`src/sv/timed_line_floor_lookup_unit_macros.svh`:
```
// Assertion macros used by the datapath of the timed line floor lookup unit.
`ifndef TIMED_LINE_FLOOR_LOOKUP_UNIT_MACROS_SVH
`define TIMED_LINE_FLOOR_LOOKUP_UNIT_MACROS_SVH
`ifndef ASSERT_OFF
`define TLFL_ASSERT(lbl, cond, msg) \
    lbl: assert property (@(posedge clk) disable iff (!rst_n) (cond)) else $error(msg);
`define TLFL_ASSERT_NEXT(lbl, ante, cons, msg) \
    lbl: assert property (@(posedge clk) disable iff (!rst_n) (ante) |=> (cons)) else $error(msg);
`else
`define TLFL_ASSERT(lbl, cond, msg)
`define TLFL_ASSERT_NEXT(lbl, ante, cons, msg)
`endif
`endif

```
`src/sv/tlfl_pkg.sv`:
```
// Shared constants, operation codes and controller/datapath interface types.
`default_nettype none
package tlfl_pkg;

    localparam int TLFL_MAX_LINES = 256;
    localparam int TLFL_TIME_BITS = 24;

    localparam int OP_W         = 2;
    localparam int ENTRY_TIME_W = 24;
    localparam int TEXT_REF_W   = 16;
    localparam int POSITION_W   = 48;
    localparam int LINE_INDEX_W = 8;
    localparam int NS_PER_CS_W  = 24;

    localparam logic [NS_PER_CS_W-1:0] NS_PER_CS = 24'd10_000_000;

    localparam logic [OP_W-1:0] OP_CLEAR  = 2'd0;
    localparam logic [OP_W-1:0] OP_INSERT = 2'd1;
    localparam logic [OP_W-1:0] OP_QUERY  = 2'd2;

    typedef struct packed {
        logic latch;
        logic clr;
        logic set_full;
        logic srch_init;
        logic srch_rd;
        logic srch_mul;
        logic srch_cmp;
        logic shift_step;
        logic place;
        logic q_rd0;
        logic q_rd1;
        logic q_nxt;
        logic out_load;
    } tlfl_cmd_t;

    typedef struct packed {
        logic [OP_W-1:0] op;
        logic            active;
        logic            count_zero;
        logic            full;
        logic            lo_lt_hi;
        logic            lo_zero;
        logic            lo_ge_count;
        logic            k_gt_lo;
        logic            pend;
        logic            out_busy;
    } tlfl_sts_t;

endpackage
`default_nettype wire

```
`src/sv/tlfl_ctrl.sv`:
```
// Controller state machine sequencing clear, insert and query transactions.
`default_nettype none
module tlfl_ctrl import tlfl_pkg::*; (
    input  wire logic      clk,
    input  wire logic      rst_n,
    input  wire logic      in_valid,
    output logic           in_stall,
    input  wire tlfl_sts_t sts,
    output tlfl_cmd_t      cmd
);

    localparam logic [3:0] S_IDLE  = 4'd0;
    localparam logic [3:0] S_DISP  = 4'd1;
    localparam logic [3:0] S_SRCH  = 4'd2;
    localparam logic [3:0] S_MUL   = 4'd3;
    localparam logic [3:0] S_CMP   = 4'd4;
    localparam logic [3:0] S_SHIFT = 4'd5;
    localparam logic [3:0] S_PLACE = 4'd6;
    localparam logic [3:0] S_QRD0  = 4'd7;
    localparam logic [3:0] S_QRD1  = 4'd8;
    localparam logic [3:0] S_QNXT  = 4'd9;
    localparam logic [3:0] S_RESP  = 4'd10;

    logic [3:0] state_reg;
    logic [3:0] state_next;

    assign in_stall = (state_reg != S_IDLE);

    always_comb
    begin
        cmd        = '0;
        state_next = state_reg;
        case (state_reg)
            S_IDLE:
            begin
                if (in_valid)
                begin
                    cmd.latch  = 1'b1;
                    state_next = S_DISP;
                end
            end
            S_DISP:
            begin
                case (sts.op)
                    OP_CLEAR:
                    begin
                        cmd.clr    = 1'b1;
                        state_next = S_RESP;
                    end
                    OP_INSERT:
                    begin
                        if (sts.full)
                        begin
                            cmd.set_full = 1'b1;
                            state_next   = S_RESP;
                        end
                        else
                        begin
                            cmd.srch_init = 1'b1;
                            state_next    = S_SRCH;
                        end
                    end
                    OP_QUERY:
                    begin
                        if (!sts.active || sts.count_zero)
                        begin
                            state_next = S_RESP;
                        end
                        else
                        begin
                            cmd.srch_init = 1'b1;
                            state_next    = S_SRCH;
                        end
                    end
                    default:
                    begin
                        state_next = S_RESP;
                    end
                endcase
            end
            S_SRCH:
            begin
                if (sts.lo_lt_hi)
                begin
                    cmd.srch_rd = 1'b1;
                    state_next  = S_MUL;
                end
                else if (sts.op == OP_INSERT)
                begin
                    state_next = S_SHIFT;
                end
                else if (sts.lo_zero)
                begin
                    state_next = S_RESP;
                end
                else
                begin
                    state_next = S_QRD0;
                end
            end
            S_MUL:
            begin
                cmd.srch_mul = 1'b1;
                state_next   = S_CMP;
            end
            S_CMP:
            begin
                cmd.srch_cmp = 1'b1;
                state_next   = S_SRCH;
            end
            S_SHIFT:
            begin
                if (sts.k_gt_lo)
                begin
                    cmd.shift_step = 1'b1;
                end
                else
                begin
                    state_next = S_PLACE;
                end
            end
            S_PLACE:
            begin
                if (!sts.pend)
                begin
                    cmd.place  = 1'b1;
                    state_next = S_RESP;
                end
            end
            S_QRD0:
            begin
                cmd.q_rd0  = 1'b1;
                state_next = S_QRD1;
            end
            S_QRD1:
            begin
                cmd.q_rd1  = 1'b1;
                state_next = sts.lo_ge_count ? S_RESP : S_QNXT;
            end
            S_QNXT:
            begin
                cmd.q_nxt  = 1'b1;
                state_next = S_RESP;
            end
            S_RESP:
            begin
                if (!sts.out_busy)
                begin
                    cmd.out_load = 1'b1;
                    state_next   = S_IDLE;
                end
            end
            default:
            begin
                state_next = S_IDLE;
            end
        endcase
    end

    always_ff @(posedge clk or negedge rst_n)
    begin
        if (!rst_n)
        begin
            state_reg <= S_IDLE;
        end
        else
        begin
            state_reg <= state_next;
        end
    end

endmodule
`default_nettype wire

```
`config.mk`:
```
export PLATFORM = sky130hd
export DESIGN_NAME = tlfl_ctrl
export DESIGN_NICKNAME = d
export VERILOG_FILES = /design/src/sv/timed_line_floor_lookup_unit_macros.svh /design/src/sv/tlfl_pkg.sv /design/src/sv/tlfl_ctrl.sv
export SDC_FILE = /design/constraint.sdc
export NUM_CORES = 1
export LEC_CHECK = 0
export BUFFER_PORTS_ARGS = -buffer_cell sky130_fd_sc_hd__buf_2
export CAP_MARGIN = 20
export CORE_MARGIN = 2
export CORE_UTILIZATION = 39
export CTS_CLUSTER_DIAMETER = 120
export DETAILED_ROUTE_END_ITERATION = 12
export PLACE_DENSITY = 0.73
export SETUP_SLACK_MARGIN = 0.05
export SLEW_MARGIN = 20
export SYNTH_ARGS = -nofsm -noshare
export SYNTH_HDL_FRONTEND = slang
export SYNTH_SLANG_ARGS = --single-unit
```
`constraint.sdc`:
```
create_clock -name clk -period 1.4 [get_ports clk]
set_input_delay 0.21 -clock clk [delete_from_list [all_inputs] [get_ports clk]]
set_output_delay 0.21 -clock clk [all_outputs]
set_load 0.02 [all_outputs]
```
# [Word-level counts from Yosys, hierarchy flattened]
# Index checks and enable logic that the tools add are counted.
[word_totals] reg_bits=4 input_bits=14
[classes] n_mux=34 n_reduce_logical=6 eq_ne=16
[ops] op="$pmux W4 S11" n=1
[ops] op="$mux W4" n=9
[ops] op="$mux W1" n=20
[ops] op="$eq A4 B3 Y1 const B" n=4
[ops] op="$eq A4 B4 Y1 const B" n=3
[ops] op="$eq A4 B2 Y1 const B" n=2
[ops] op="$ne A2 B2 Y1 const B" n=4
[ops] op="$pmux W4 S2" n=1
[ops] op="$eq A4 B1 Y1 const B" n=1
[ops] op="$logic_not A4 Y1" n=1
[ops] op="$reduce_and A4 Y1" n=1
[ops] op="$reduce_bool A4 Y1" n=1
[ops] op="$mux W3" n=1
[ops] op="$eq A2 B1 Y1 const B" n=1
[ops] op="$eq A2 B2 Y1 const B" n=1
[ops] op="$logic_not A2 Y1" n=1
[ops] op="$mux W2" n=1
[ops] op="$pmux W1 S2" n=1
[ops] op="$logic_not A1 Y1" n=1
[ops] op="$logic_or A1 B1 Y1" n=1

# [Logic depth before layout (Yosys ltp)]
[depth] depth_word=5 mapped_depth=6 ltp_nobuf=6

# [Worst setup path after synthesis]
# No wires, ideal clock.
[synth_path] kind="register -> output" start="register state_reg[0]" end="output port cmd[8] (netlist name)" path_slack_ns=-0.191 stages_incl_launch_ff=3 t_arrival_ns=1.381 path_buffers=0 t_required_ns=1.190 path_cell_list="dfrtp_1 -> nand2b_1 -> nor4b_1"
[synth_lines] element="start: declaration" line_no="tlfl_ctrl.sv:24" rtl="logic [3:0] state_reg;"
[synth_lines] element="start signal: assignment" line_no="tlfl_ctrl.sv:168" rtl="state_reg <= state_next;"
[synth_lines] element="end: declaration" line_no="tlfl_ctrl.sv:9" rtl="output tlfl_cmd_t cmd"

==> metrics.yaml <==
status: "finished, violations left"
violations: "setup timing"
grt_pass1_vias: 823
htree_num_levels: 1
placementRows: 13
synth_warnings: 0
clk_path_buf_depth: 2
p_leak_uw: 0.000538
grtUsageTotal: 0.287
dieWidth_um: 41.5
maxCapViolCount: 0
switching_share: 0.462
arrival_ns: 1.43
route.met3.wl_um: 224
place_area_um2: 805
netlist_instances: 73
gp_congestion: 0.853
grt_max_degree: 9
worst_slack_ns: -0.237
drtPass1Iterations: 4
dp_hpwl_um: 1400
ys_seq_elements: 4
ir_drop_mv: 1.34
cp-startpoint: "state_reg[1]"
synth_top_area_share: 0.183
p_sw_uw: 1030
syn_area_um2: 548
clock-sinks: 4
p_per_area_nw_per_um2: 1960
postLayoutCellArea_um2: 1140
synthTopCellsByArea: "dfrtp_1 (18%), ha_1 (9.1%), nand2b_1 (6.8%)"
worstSetupEndpoint: "cmd[10]"
boundaryPins: 28
io_buffer_count: 27
finalHoldWorstSlack_ns: 0.239
p_clk_frac: 0.068
top_layer: "met4"
end_kind: "output pin"
fin_crit_ns: 1.64
route.vias.total: 866
r2r_start: "state_reg[1]"
wl_met1_um: 863
path_clk_slew_ns: 0.04
max_freq_mhz: 611
drive_gt1_frac: 0.664
rsz0062_at_grt: "yes"
fp.dieH_um: 41.5
hp-class: "in2reg"
tritoncts: "done"
cp_data_required_time_ns: 1.19
comb_power_share: 0.797
synth.distinct_cells: 31
min_from: "sts[0]"
synthToLayoutAreaGrowth_pct: 108
fin_crit_sh: 1.17
critPathLaunchType: "flop"
slew_headroom: 0.839
pwr-share-seq: 0.136
criticalPathCategory: "reg2out"
ys_seq_area_frac: 0.183
setup_violations: 15
viasPerCell: 6.06
tns_ns: -2.00
start_util: 0.421
crit_fanout: 8
drv_slew: 0
dr_wl_met2_um: 1380
hold_violations: 0
wl_per_cell_um: 18.3
dieArea_um2: 1720
syn_nets: 91
reg2regPathDepth: 5
finClkSkew_ns: 0.00528
antenna_found_initial: 0
n_fill_cell: 71
r2r_end: "state_reg[1]"
nets: 148
p_int_uw: 1200
drtAntennaViolNets: 0
drt_iter0_markers: 45
tightestPinTransition_ns: 0.240
core-area_um2: 1300
final_core_util: 0.878
insertion_delay_ns: 0.25
cts-root-buf: "clkbuf_4"
yosysTopAreaCell: "dfrtp_1"
multiInputGateArea_um2: 533
dp_slack_ns: -0.0294
seqCellArea_um2: 105
grt_overflow_total: 0
drt_wl_total_um: 2610
avgSynthCellArea_um2: 7.51
largest_register_ff_count: 4
grt_pass1_wl_um: 3700
remaining_drc_errors: 0
n_antenna_cell: 0
regToRegSetupSlack_ns: -0.12
cts-buffers-inserted: 3
-- routing by layer --
layer,global-route usage,vias up
met5,0,-
li1,-,377
met3,0.0609,18
met2,0.519,65
met1,0.281,406
met4,0.213,0
-- worst min path at each step --
stage,end,slack [ns],depth (start not counted)
6_report,state_reg[3],0.24,3
5_1_grt,state_reg[3],0.25,3
4_1_cts,state_reg[3],0.23,3
3_5_place_dp,state_reg[1],0.03,1
3_3_place_gp,state_reg[0],0.02,1
2_1_floorplan,state_reg[0],-0.09,0
-- timing repair --
item	in CTS	in global routing
gates resized for setup	37	16
setup endpoints to repair	17	18
pin swaps	5	6
buffers inserted	12	1
hold buffers	1	0
hold endpoints to repair	4	0
-- power groups by stage --
stage | clock (µW) | combinational [µW] | sequential, µW
3_3_place_gp | 0 | 1050 | 268
5_1_grt | 162 | 1860 | 308
4_1_cts | 156 | 1520 | 281
3_5_place_dp | 0 | 1070 | 272
6_report | 152 | 1780 | 303
2_1_floorplan | 0 | 714 | 220
-- logic make-up after synthesis --
| kind of cell | Yosys count | share of synthesized area |
|---|---|---|
| AND/OR/NAND/NOR | 38 | 0.379 |
| AO/OA/AOI/OAI | 19 | 0.253 |
| buffers and inverters | 7 | 0.0662 |
| adder cells (fa/ha/maj) | 4 | 0.0913 |
| flip-flops | 4 | 0.183 |
| multiplexers | 1 | 0.0274 |
-- layout by cell type (no fill, tap or decap), types with 2 or more instances in the layout --
cell type	synthesis	routed
buf_4	2	28
buf_2	2	13
buf_6	0	13
nor2_1	9	5
nor3_2	0	4
nor2b_1	4	4
nand3b_1	4	4
ha_1	4	4
dfrtp_2	0	4
nand2b_4	0	3
nand2b_1	6	3
o21ai_0	3	3
clkbuf_4	0	3
inv_1	2	2
nor3_4	0	2
nor2_4	0	2
nor2_2	0	2
nand2_1	3	2
and3_1	2	2
o21ai_1	2	2
a21oi_1	3	2
-- Yosys cell counts --
cell type  count
nor2_1         9
nand2b_1       6
nor3_1         6
dfrtp_1        4
ha_1           4
nand3b_1       4
nor2b_1        4
a21oi_1        3
nand2_1        3
o21ai_0        3
and3_1         2
buf_2          2
buf_4          2
inv_1          2
nand3_1        2
o21ai_1        2
a21o_2         1
a221oi_1       1
a22oi_1        1
a2bb2oi_2      1
a31oi_1        1
and4_1         1
inv_2          1
mux2_4         1
nor4b_1        1
o211ai_1       1
o21bai_1       1
o22ai_1        1
o31ai_2        1
o32a_1         1
o32ai_1        1
-- per-stage QoR --
| step | instances | power (µW) |
|---|---|---|
| after floorplan | 73 | 934 |
| after global placement | 126 | 1310 |
| after detailed placement | 126 | 1340 |
| after CTS | 142 | 1960 |
| after global routing | 143 | 2330 |
| final | 143 | 2230 |
-- critical path, stage by stage, from the launching register on --
cell	delay, ns
dfrtp_2	0.47
nor2b_1	0.20
buf_4	0.17
and4_1	0.21
buf_6	0.12
-- final cells by class --
| class | count | area share |
|---|---|---|
| Timing Repair Buffer | 56 | 0.395 |
| Clock buffer | 3 | 0.0197 |
| Tap cell | 15 | 0.0164 |
| Multi-Input combinational cell | 62 | 0.467 |
| Sequential cell | 4 | 0.0920 |
| Inverter | 3 | 0.00986 |
No activity file was read; power rests on OpenSTA's default activity.
